==> src/design/bcc_pkg.sv <==
// ----------------------------------------------------------------------------
// bcc_pkg
// Shared types, register indexes and reset values for the button click
// classifier.
// ----------------------------------------------------------------------------
`default_nettype none

package bcc_pkg;

  localparam int TIME_W  = 32;
  localparam int CNT_W   = 16;
  localparam int MS_W    = 16;
  localparam int CFG_IDX_W  = 3;
  localparam int CFG_DATA_W = 16;
  localparam int S_TDATA_W  = 40;
  localparam int M_TDATA_W  = 56;

  // register indexes on the configuration port
  localparam logic [CFG_IDX_W-1:0] REG_BUTTON_PRESENT  = 3'd0;
  localparam logic [CFG_IDX_W-1:0] REG_PULL_UP_MODE    = 3'd1;
  localparam logic [CFG_IDX_W-1:0] REG_DEBOUNCE_MS     = 3'd2;
  localparam logic [CFG_IDX_W-1:0] REG_DOUBLE_CLICK_MS = 3'd3;
  localparam logic [CFG_IDX_W-1:0] REG_LONG_CLICK_MS   = 3'd4;

  // reset values of the registers
  localparam logic            RST_BUTTON_PRESENT  = 1'b1;
  localparam logic            RST_PULL_UP_MODE    = 1'b1;
  localparam logic [MS_W-1:0] RST_DEBOUNCE_MS     = 16'd50;
  localparam logic [MS_W-1:0] RST_DOUBLE_CLICK_MS = 16'd300;
  localparam logic [MS_W-1:0] RST_LONG_CLICK_MS   = 16'd1000;

  // item command codes
  localparam logic CMD_SAMPLE = 1'b0;
  localparam logic CMD_RESYNC = 1'b1;

  localparam logic [CNT_W-1:0] CNT_MAX = {CNT_W{1'b1}};

  typedef struct packed {
    logic            button_present;
    logic            pull_up_mode;
    logic [MS_W-1:0] debounce_ms;
    logic [MS_W-1:0] double_click_ms;
    logic [MS_W-1:0] long_click_ms;
  } cfg_t;

  typedef struct packed {
    logic              cmd;
    logic              pin_level;
    logic [TIME_W-1:0] now_ms;
  } item_t;

  typedef struct packed {
    logic             pressed_now;
    logic [CNT_W-1:0] long_clicks;
    logic [CNT_W-1:0] double_clicks;
    logic [CNT_W-1:0] single_clicks;
  } result_t;

  function automatic logic [CNT_W-1:0] sat_inc(input logic [CNT_W-1:0] c);
    sat_inc = (c == CNT_MAX) ? c : c + {{(CNT_W-1){1'b0}}, 1'b1};
  endfunction

  function automatic logic is_active(input logic pull_up, input logic level);
    is_active = pull_up ? ~level : level;
  endfunction

endpackage

`default_nettype wire

==> src/design/bcc_core.sv <==
// ----------------------------------------------------------------------------
// bcc_core
// Classifier state and its next-state logic; the state advances by one item
// whenever the enable is high.
// ----------------------------------------------------------------------------
`default_nettype none

module bcc_core import bcc_pkg::*; (
  input  wire logic    clk,
  input  wire logic    rst,
  input  wire logic    en,
  input  wire cfg_t    cfg,
  input  wire item_t   item,
  output result_t      result
);

  logic              previous_raw, previous_raw_next;
  logic              stable_level, stable_level_next;
  logic [TIME_W-1:0] change_time, change_time_next;
  logic [TIME_W-1:0] press_start_time, press_start_time_next;
  logic              first_click_pending, first_click_pending_next;
  logic [TIME_W-1:0] first_click_time, first_click_time_next;
  logic              long_reported, long_reported_next;
  logic              ignore_until_release, ignore_until_release_next;
  logic [CNT_W-1:0]  single_count, single_count_next;
  logic [CNT_W-1:0]  double_count, double_count_next;
  logic [CNT_W-1:0]  long_count, long_count_next;

  logic [TIME_W-1:0] since_change;
  logic [TIME_W-1:0] since_press;
  logic [TIME_W-1:0] since_first;
  logic [TIME_W-1:0] debounce_ext;
  logic [TIME_W-1:0] double_ext;
  logic [TIME_W-1:0] long_ext;
  logic              pin_act;

  always_comb begin
    previous_raw_next         = previous_raw;
    stable_level_next         = stable_level;
    change_time_next          = change_time;
    press_start_time_next     = press_start_time;
    first_click_pending_next  = first_click_pending;
    first_click_time_next     = first_click_time;
    long_reported_next        = long_reported;
    ignore_until_release_next = ignore_until_release;
    single_count_next         = single_count;
    double_count_next         = double_count;
    long_count_next           = long_count;

    debounce_ext = {{(TIME_W-MS_W){1'b0}}, cfg.debounce_ms};
    double_ext   = {{(TIME_W-MS_W){1'b0}}, cfg.double_click_ms};
    long_ext     = {{(TIME_W-MS_W){1'b0}}, cfg.long_click_ms};
    pin_act      = is_active(cfg.pull_up_mode, item.pin_level);

    since_change = '0;
    since_press  = '0;
    since_first  = '0;

    if (item.cmd == CMD_RESYNC) begin
      single_count_next = '0;
      double_count_next = '0;
      long_count_next   = '0;
      ignore_until_release_next = 1'b0;
      if (cfg.button_present) begin
        ignore_until_release_next = pin_act;
        long_reported_next        = pin_act;
        previous_raw_next         = item.pin_level;
        stable_level_next         = item.pin_level;
        press_start_time_next     = item.now_ms;
        first_click_pending_next  = 1'b0;
        first_click_time_next     = '0;
      end
    end else if (cfg.button_present) begin
      if (item.pin_level != previous_raw) begin
        change_time_next = item.now_ms;
      end
      since_change = item.now_ms - change_time_next;
      since_press  = item.now_ms - press_start_time;
      since_first  = item.now_ms - first_click_time;

      // debounced edge
      if (since_change > debounce_ext && item.pin_level != stable_level) begin
        stable_level_next = item.pin_level;
        if (pin_act) begin
          press_start_time_next = item.now_ms;
          long_reported_next    = 1'b0;
        end else if (ignore_until_release) begin
          ignore_until_release_next = 1'b0;
        end else if (since_press >= long_ext) begin
          if (!long_reported) begin
            long_count_next = sat_inc(long_count);
          end
          first_click_pending_next = 1'b0;
        end else if (first_click_pending && since_first <= double_ext) begin
          double_count_next        = sat_inc(double_count);
          first_click_pending_next = 1'b0;
        end else begin
          first_click_pending_next = 1'b1;
          first_click_time_next    = item.now_ms;
        end
      end

      // hold check on the updated press start
      since_press = item.now_ms - press_start_time_next;
      if (is_active(cfg.pull_up_mode, stable_level_next) && !long_reported_next &&
          !ignore_until_release_next && since_press >= long_ext) begin
        long_count_next    = sat_inc(long_count_next);
        long_reported_next = 1'b1;
      end

      // expired double-click window
      since_first = item.now_ms - first_click_time_next;
      if (first_click_pending_next && !ignore_until_release_next &&
          since_first > double_ext) begin
        single_count_next        = sat_inc(single_count_next);
        first_click_pending_next = 1'b0;
      end

      previous_raw_next = item.pin_level;
    end

    result.single_clicks = single_count_next;
    result.double_clicks = double_count_next;
    result.long_clicks   = long_count_next;
    result.pressed_now   = cfg.button_present & pin_act;
  end

  always_ff @(posedge clk) begin
    if (rst) begin
      previous_raw         <= 1'b1;
      stable_level         <= 1'b1;
      change_time          <= '0;
      press_start_time     <= '0;
      first_click_pending  <= 1'b0;
      first_click_time     <= '0;
      long_reported        <= 1'b0;
      ignore_until_release <= 1'b0;
      single_count         <= '0;
      double_count         <= '0;
      long_count           <= '0;
    end else if (en) begin
      previous_raw         <= previous_raw_next;
      stable_level         <= stable_level_next;
      change_time          <= change_time_next;
      press_start_time     <= press_start_time_next;
      first_click_pending  <= first_click_pending_next;
      first_click_time     <= first_click_time_next;
      long_reported        <= long_reported_next;
      ignore_until_release <= ignore_until_release_next;
      single_count         <= single_count_next;
      double_count         <= double_count_next;
      long_count           <= long_count_next;
    end
  end

endmodule

`default_nettype wire

==> src/design/button_click_classifier.sv <==
// path: an accepted input item passes the input register, then the result register
// throughput: one item per cycle unless the master side stalls, set by the single
//   input register feeding the classifier logic and the result register behind it
// reset (rst, synchronous, active high): empties both registers, restores the
//   configuration defaults and clears the classifier state
// ----------------------------------------------------------------------------
// button_click_classifier
// Debounces timestamped push-button samples and counts single, double and
// long clicks, reporting the saturating counts for every item.
// ----------------------------------------------------------------------------
`default_nettype none

module button_click_classifier import bcc_pkg::*; (
  input  wire logic                  clk,
  input  wire logic                  rst,
  // configuration write port
  input  wire logic                  cfg_we,
  input  wire logic [CFG_IDX_W-1:0]  cfg_index,
  input  wire logic [CFG_DATA_W-1:0] cfg_data,
  // input items
  input  wire logic                  s_axis_tvalid,
  output logic                       s_axis_tready,
  input  wire logic [S_TDATA_W-1:0]  s_axis_tdata,  // pin_level, now_ms[31:0], 7 zero bits
  input  wire logic                  s_axis_tuser,  // cmd
  // result items
  output logic                       m_axis_tvalid,
  input  wire logic                  m_axis_tready,
  output logic [M_TDATA_W-1:0]       m_axis_tdata   // single_clicks, double_clicks,
                                                    // long_clicks, pressed_now, 7 zero bits
);

  cfg_t    cfg;
  item_t   in_item;
  logic    in_valid;
  result_t result;
  result_t out_item;
  logic    out_free;
  logic    advance;

  // configuration registers; the user writes them only while the block is idle, not enforced
  always_ff @(posedge clk) begin
    if (rst) begin
      cfg.button_present  <= RST_BUTTON_PRESENT;
      cfg.pull_up_mode    <= RST_PULL_UP_MODE;
      cfg.debounce_ms     <= RST_DEBOUNCE_MS;
      cfg.double_click_ms <= RST_DOUBLE_CLICK_MS;
      cfg.long_click_ms   <= RST_LONG_CLICK_MS;
    end else if (cfg_we) begin
      unique case (cfg_index)
        REG_BUTTON_PRESENT:  cfg.button_present  <= cfg_data[0];
        REG_PULL_UP_MODE:    cfg.pull_up_mode    <= cfg_data[0];
        REG_DEBOUNCE_MS:     cfg.debounce_ms     <= cfg_data[MS_W-1:0];
        REG_DOUBLE_CLICK_MS: cfg.double_click_ms <= cfg_data[MS_W-1:0];
        REG_LONG_CLICK_MS:   cfg.long_click_ms   <= cfg_data[MS_W-1:0];
        default: ;  // writes past the register list are dropped
      endcase
    end
  end

  // handshake: the result register frees up when empty or being taken,
  // the input register moves forward into it whenever it is free
  assign out_free      = !m_axis_tvalid || m_axis_tready;
  assign advance       = in_valid && out_free;
  assign s_axis_tready = !in_valid || out_free;

  // input register
  always_ff @(posedge clk) begin
    if (rst) begin
      in_valid <= 1'b0;
    end else if (s_axis_tready) begin
      in_valid <= s_axis_tvalid;
    end
  end

  always_ff @(posedge clk) begin
    if (s_axis_tready && s_axis_tvalid) begin
      in_item.cmd       <= s_axis_tuser;
      in_item.pin_level <= s_axis_tdata[0];
      in_item.now_ms    <= s_axis_tdata[TIME_W:1];
    end
  end

  // classifier state steps once per item leaving the input register
  bcc_core u_core (
    .clk    (clk),
    .rst    (rst),
    .en     (advance),
    .cfg    (cfg),
    .item   (in_item),
    .result (result)
  );

  // result register
  always_ff @(posedge clk) begin
    if (rst) begin
      m_axis_tvalid <= 1'b0;
    end else if (out_free) begin
      m_axis_tvalid <= in_valid;
    end
  end

  always_ff @(posedge clk) begin
    if (advance) begin
      out_item <= result;
    end
  end

  assign m_axis_tdata = {{(M_TDATA_W - $bits(result_t)){1'b0}}, out_item};

endmodule

`default_nettype wire

==> config.mk <==
export PLATFORM = sky130hd
export DESIGN_NAME = button_click_classifier
export DESIGN_NICKNAME = d
export VERILOG_FILES = /design/src/design/bcc_pkg.sv /design/src/design/bcc_core.sv /design/src/design/button_click_classifier.sv
export SDC_FILE = /design/constraint.sdc
export NUM_CORES = 1
export LEC_CHECK = 0
export BUFFER_PORTS_ARGS = -buffer_cell sky130_fd_sc_hd__buf_2
export CAP_MARGIN = 20
export CORE_MARGIN = 2
export CORE_UTILIZATION = 50
export CTS_CLUSTER_DIAMETER = 80
export DETAILED_ROUTE_END_ITERATION = 6
export PLACE_DENSITY = 0.63
export RECOVER_POWER = 25
export SYNTH_ARGS = -nofsm -noshare
export SYNTH_HDL_FRONTEND = slang
export SYNTH_HIERARCHICAL = 1
export SYNTH_SLANG_ARGS = --single-unit
==> constraint.sdc <==
create_clock -name clk -period 12.7 [get_ports clk]
set_input_delay 1.27 -clock clk [delete_from_list [all_inputs] [get_ports clk]]
set_output_delay 1.27 -clock clk [all_outputs]
set_load 0.005 [all_outputs]
==> impl_summary.txt <==
----------------------------------------------------
[Setup path]
  Category of the critical setup timing path ... reg -> reg
  Reg2Reg Capture Point ... m_axis_tdata[1]$_DFFE_PP_
  Source of the critical timing path ... in_item[32]$_DFFE_PP_
  Highest net fanout along the worst path ... 13
  CP peak stage delay ... 0.66 ns
  Category of cells accounting for the largest share of critical-path delay ... compound AO/OA/AOI/OAI gates
  Required time reported for the critical path endpoint ... 12.99 ns
  Slowest cell on crit path ... sky130_fd_sc_hd__or4b_1
  Worst reg2reg path startpoint ... in_item[32]$_DFFE_PP_
  Kind of start point of the critical path ... register
  Worst reg2reg setup slack ... 0.63 ns
  Type of element capturing the critical path ... register
  Critical path depth in cells ... 50
  Last element of the critical path ... m_axis_tdata[1]$_DFFE_PP_
  Count of buffering cells on the critical path with inverters included ... 5
  Crit path arrival time ... 12.36 ns
  Cell count of the worst reg-to-reg path ... 50

[Synthesis]
  EDFF count, synth ... 83
  Sequential cell area fraction in the yosys report ... 0.262
  Top-count cell post-synth ... sky130_fd_sc_hd__nand2_1
  Primary FF master, synth ... sky130_fd_sc_hd__dfxtp_1
  Total number of yosys warnings ... 6
  Library cell with the largest summed area after synthesis ... sky130_fd_sc_hd__dfxtp_1
  Synth Instances ... 3,123
  Number of unique standard cell types used by synthesis ... 109
  Fraction of registers with async set/reset ... 0
  Count of state elements after synthesis ... 284
  Avg Inst Size Synth ... 7.97 um2
  Cell types occupying the most area after synthesis ... sky130_fd_sc_hd__dfxtp_1, sky130_fd_sc_hd__ha_1, sky130_fd_sc_hd__edfxtp_1
  Commonest cells post-synth ... sky130_fd_sc_hd__nand2_1, sky130_fd_sc_hd__a21oi_1, sky130_fd_sc_hd__nor2_1
  Yosys top cell area share ... 0.162
  Cell area after synthesis ... 24,900 um2

[GRT]
  Global-route wire length before repair ... 118,000 um
  Total congestion overflow ... 0
  Global routing usage summed across all routing layers ... 0.287
  Number of global-route vias before repair ... 22,400
  Maximum number of pins on one net before global-route repair ... 97
  Initial antenna violation count ... 1

[Finish]
  Relative area change from synthesis to final layout ... 9.34%
  Post-layout util ... 0.555
  Final Instance Area ... 27,200 um2
  Fin nets ... 3,482
  Diode count ... 0
  Fraction of layout instances using a drive strength above 1 ... 0.0859

[Placement]
  RD Place Congestion ... 0.933
  Estimated wirelength of the detail-placed design ... 58,600 um
  Area post-placement ... 26,000 um2
  Count of buffers from port buffering ... 108
  Setup slack at placement ... 0.655 ns

[Timing]
  Post-Route Setup TNS ... 0 ns
  Setup skew after layout ... 0.0315 ns
  RSZ-0062 raised after global routing ... false
  Smallest setup slack after layout ... 0.626 ns
  Hold violation total from the final report ... 0
  Count of final setup violators ... 0
  Slew Viols, Final ... 215
  Slew of the pin with the lowest slew margin ... 3.83 ns
  Headroom to the max-slew limit ... -1.55
  Hold Worst Slack ... 0.451 ns
  Achievable clock frequency ... 82.8 MHz
  Minimum clock period after layout ... 12.07 ns
  Fin crit share ... 0.951

[Drt]
  Number of vias per cell after detailed routing ... 6.06
  Via count ... 23,400
  Final routed wire length divided by cell count ... 19.4 um
  Total wire length after detailed routing ... 75,000 um
  Remaining number of nets flagged by the antenna check after routing ... 0
  Pre-antenna DRT Iters ... 7
  DRC violation total after the first TritonRoute iteration ... 1,990
  Drt drc ... 1

[Power]
  Max VDD drop ... 0.000116 V
  Leak ... 10.8 nW
  Pwr Density ... 106 nW/um2

[Floorplan]
  I/O pin cnt ... 123
  Die span in x ... 227 um
  Area of the core ... 49,100 um2
  Vertical extent of the die ... 227 um
  Die Outline Area ... 51,600 um2
  Total number of placement rows ... 81
  Effective utilization at floorplan ... 0.508

[Clock tree]
  Root buffer cell ... sky130_fd_sc_hd__clkbuf_16
  H-tree depth reported by CTS ... 2
  Post-cts hold buffer count ... 0
  CTS Sinks ... 284
  TritonCTS clock tree ... done
  Number of clock buffers inserted by TritonCTS ... 37
  Clk slew on worst S/H paths ... 0.06 ns
  Bufs on Longest Clock Path ... 3
  Clk Latency, worst-skew pair ... 0.56 ns

[Worst hold path]
  Class of the worst hold path ... reg -> reg

[Run]
  Count of maximum capacitance violations ... 4

[Outcome]
  Outcome ... complete, but fails checks
  Failing checks ... design-rule violations, max-capacitance violations, max-slew violations

----------------------------------------------------
cell type report:
cell class	instances	area (um2)
multi-input cells	2517	17100
clock buffers	49	1060
repair buffers	150	855
fillers	4718	21800
flip-flops and latches	284	6520
inverters	183	687
clock inverters	17	141
well taps	664	831
registers in the layout (all words and copies together) (netlist names), 16 cells and up:
name,count
m_axis_tdata,49
in_item,34
u_core/long_count,16
u_core/single_count,16
u_core/double_count,16
u_core/change_time,32
u_core/first_click_time,32
u_core/press_start_time,32
cfg,50
routing by layer:
metal  global-route usage  part of all wire  vias up
met5                    0                 0        -
met4               0.0845             0.028        0
met3               0.0364             0.052      122
met2                0.464              0.45      684
met1                0.398              0.47    11100
li1                     -                 -    11500
stage by stage:
step / cells / total power [W]
5_1_grt: 3864 / 0.00303
2_1_floorplan: 3129 / 0.00162
4_1_cts: 3861 / 0.00289
3_3_place_gp: 3794 / 0.00182
6_report: 3864 / 0.00288
3_5_place_dp: 3795 / 0.00184
logic make-up (layout without fill, tap and decap cells):
family                     after synthesis  in the layout  share of synthesized area
and+or+nand+nor                       1098           1098                      0.216
AOI/OAI and AO/OA                      861            861                      0.227
buffers and inverters                  328            399                     0.0533
DFF                                    284            284                      0.262
adders and majority gates              244            244                      0.124
muxes                                  176            176                     0.0712
xor gates and xnor gates               131            131                     0.0461
other                                    1              7                   0.000151
worst min-delay path: cells and delay by family, from the launching register on:
family           cells  cell delay (ns)
flip-flops           1             0.30
AND/OR/NAND/NOR      1             0.05
AO/OA/AOI/OAI        1             0.05
cell usage in the layout, fill, tap and decap left out, types with 14 or more instances in the layout:
master and instances:
sky130_fd_sc_hd__nand2_1 330, sky130_fd_sc_hd__a21oi_1 302, sky130_fd_sc_hd__nor2_1 262, sky130_fd_sc_hd__ha_1 239, sky130_fd_sc_hd__dfxtp_1 201, sky130_fd_sc_hd__inv_1 183, sky130_fd_sc_hd__mux2i_1 168, sky130_fd_sc_hd__o21ai_0 119
sky130_fd_sc_hd__buf_2 103, sky130_fd_sc_hd__nor3_1 88, sky130_fd_sc_hd__edfxtp_1 83, sky130_fd_sc_hd__xnor2_1 83, sky130_fd_sc_hd__a21o_1 82, sky130_fd_sc_hd__nand2b_1 79, sky130_fd_sc_hd__nand3_1 76, sky130_fd_sc_hd__nand4_1 57
sky130_fd_sc_hd__xor2_1 47, sky130_fd_sc_hd__clkbuf_16 39, sky130_fd_sc_hd__buf_4 39, sky130_fd_sc_hd__and3_1 38, sky130_fd_sc_hd__a31oi_1 38, sky130_fd_sc_hd__o21a_1 35, sky130_fd_sc_hd__a211oi_1 31, sky130_fd_sc_hd__nor2b_1 30
sky130_fd_sc_hd__o211ai_1 25, sky130_fd_sc_hd__o21bai_1 21, sky130_fd_sc_hd__and2_1 18, sky130_fd_sc_hd__o21ai_1 17, sky130_fd_sc_hd__or3_1 17, sky130_fd_sc_hd__and4_1 17, sky130_fd_sc_hd__nor4_1 14
worst min path at each step:
stage	from	to	slack [ns]	cells after the start
after global routing	u_core/change_time[30]$_SDFFE_PP0P_	u_core/change_time[30]$_SDFFE_PP0P_	0.47	2
after CTS	u_core/change_time[17]$_SDFFE_PP0P_	u_core/change_time[17]$_SDFFE_PP0P_	0.45	2
after global placement	in_valid$_SDFFE_PP0P_	m_axis_tvalid$_SDFFE_PP0P_	0.44	2
after floorplan	u_core/change_time[0]$_SDFFE_PP0P_	u_core/change_time[0]$_SDFFE_PP0P_	0.43	2
final	u_core/change_time[17]$_SDFFE_PP0P_	u_core/change_time[17]$_SDFFE_PP0P_	0.45	2
after detailed placement	u_core/change_time[17]$_SDFFE_PP0P_	u_core/change_time[17]$_SDFFE_PP0P_	0.45	2
power breakdown:
part | internal, W | switching, W | leakage (nW)
clock network | 0.000614 | 0.000423 | 0.596
registers | 0.000961 | 0.0000311 | 2.41
logic | 0.000332 | 0.000520 | 7.79
what timing repair did:
item / CTS / global route
hold endpoints to repair: 0 / 0
buffers inserted: 0 / 3
resized for setup: 0 / 1
endpoints found under the setup margin: 0 / 21
Power figures use the tool's default switching activity.
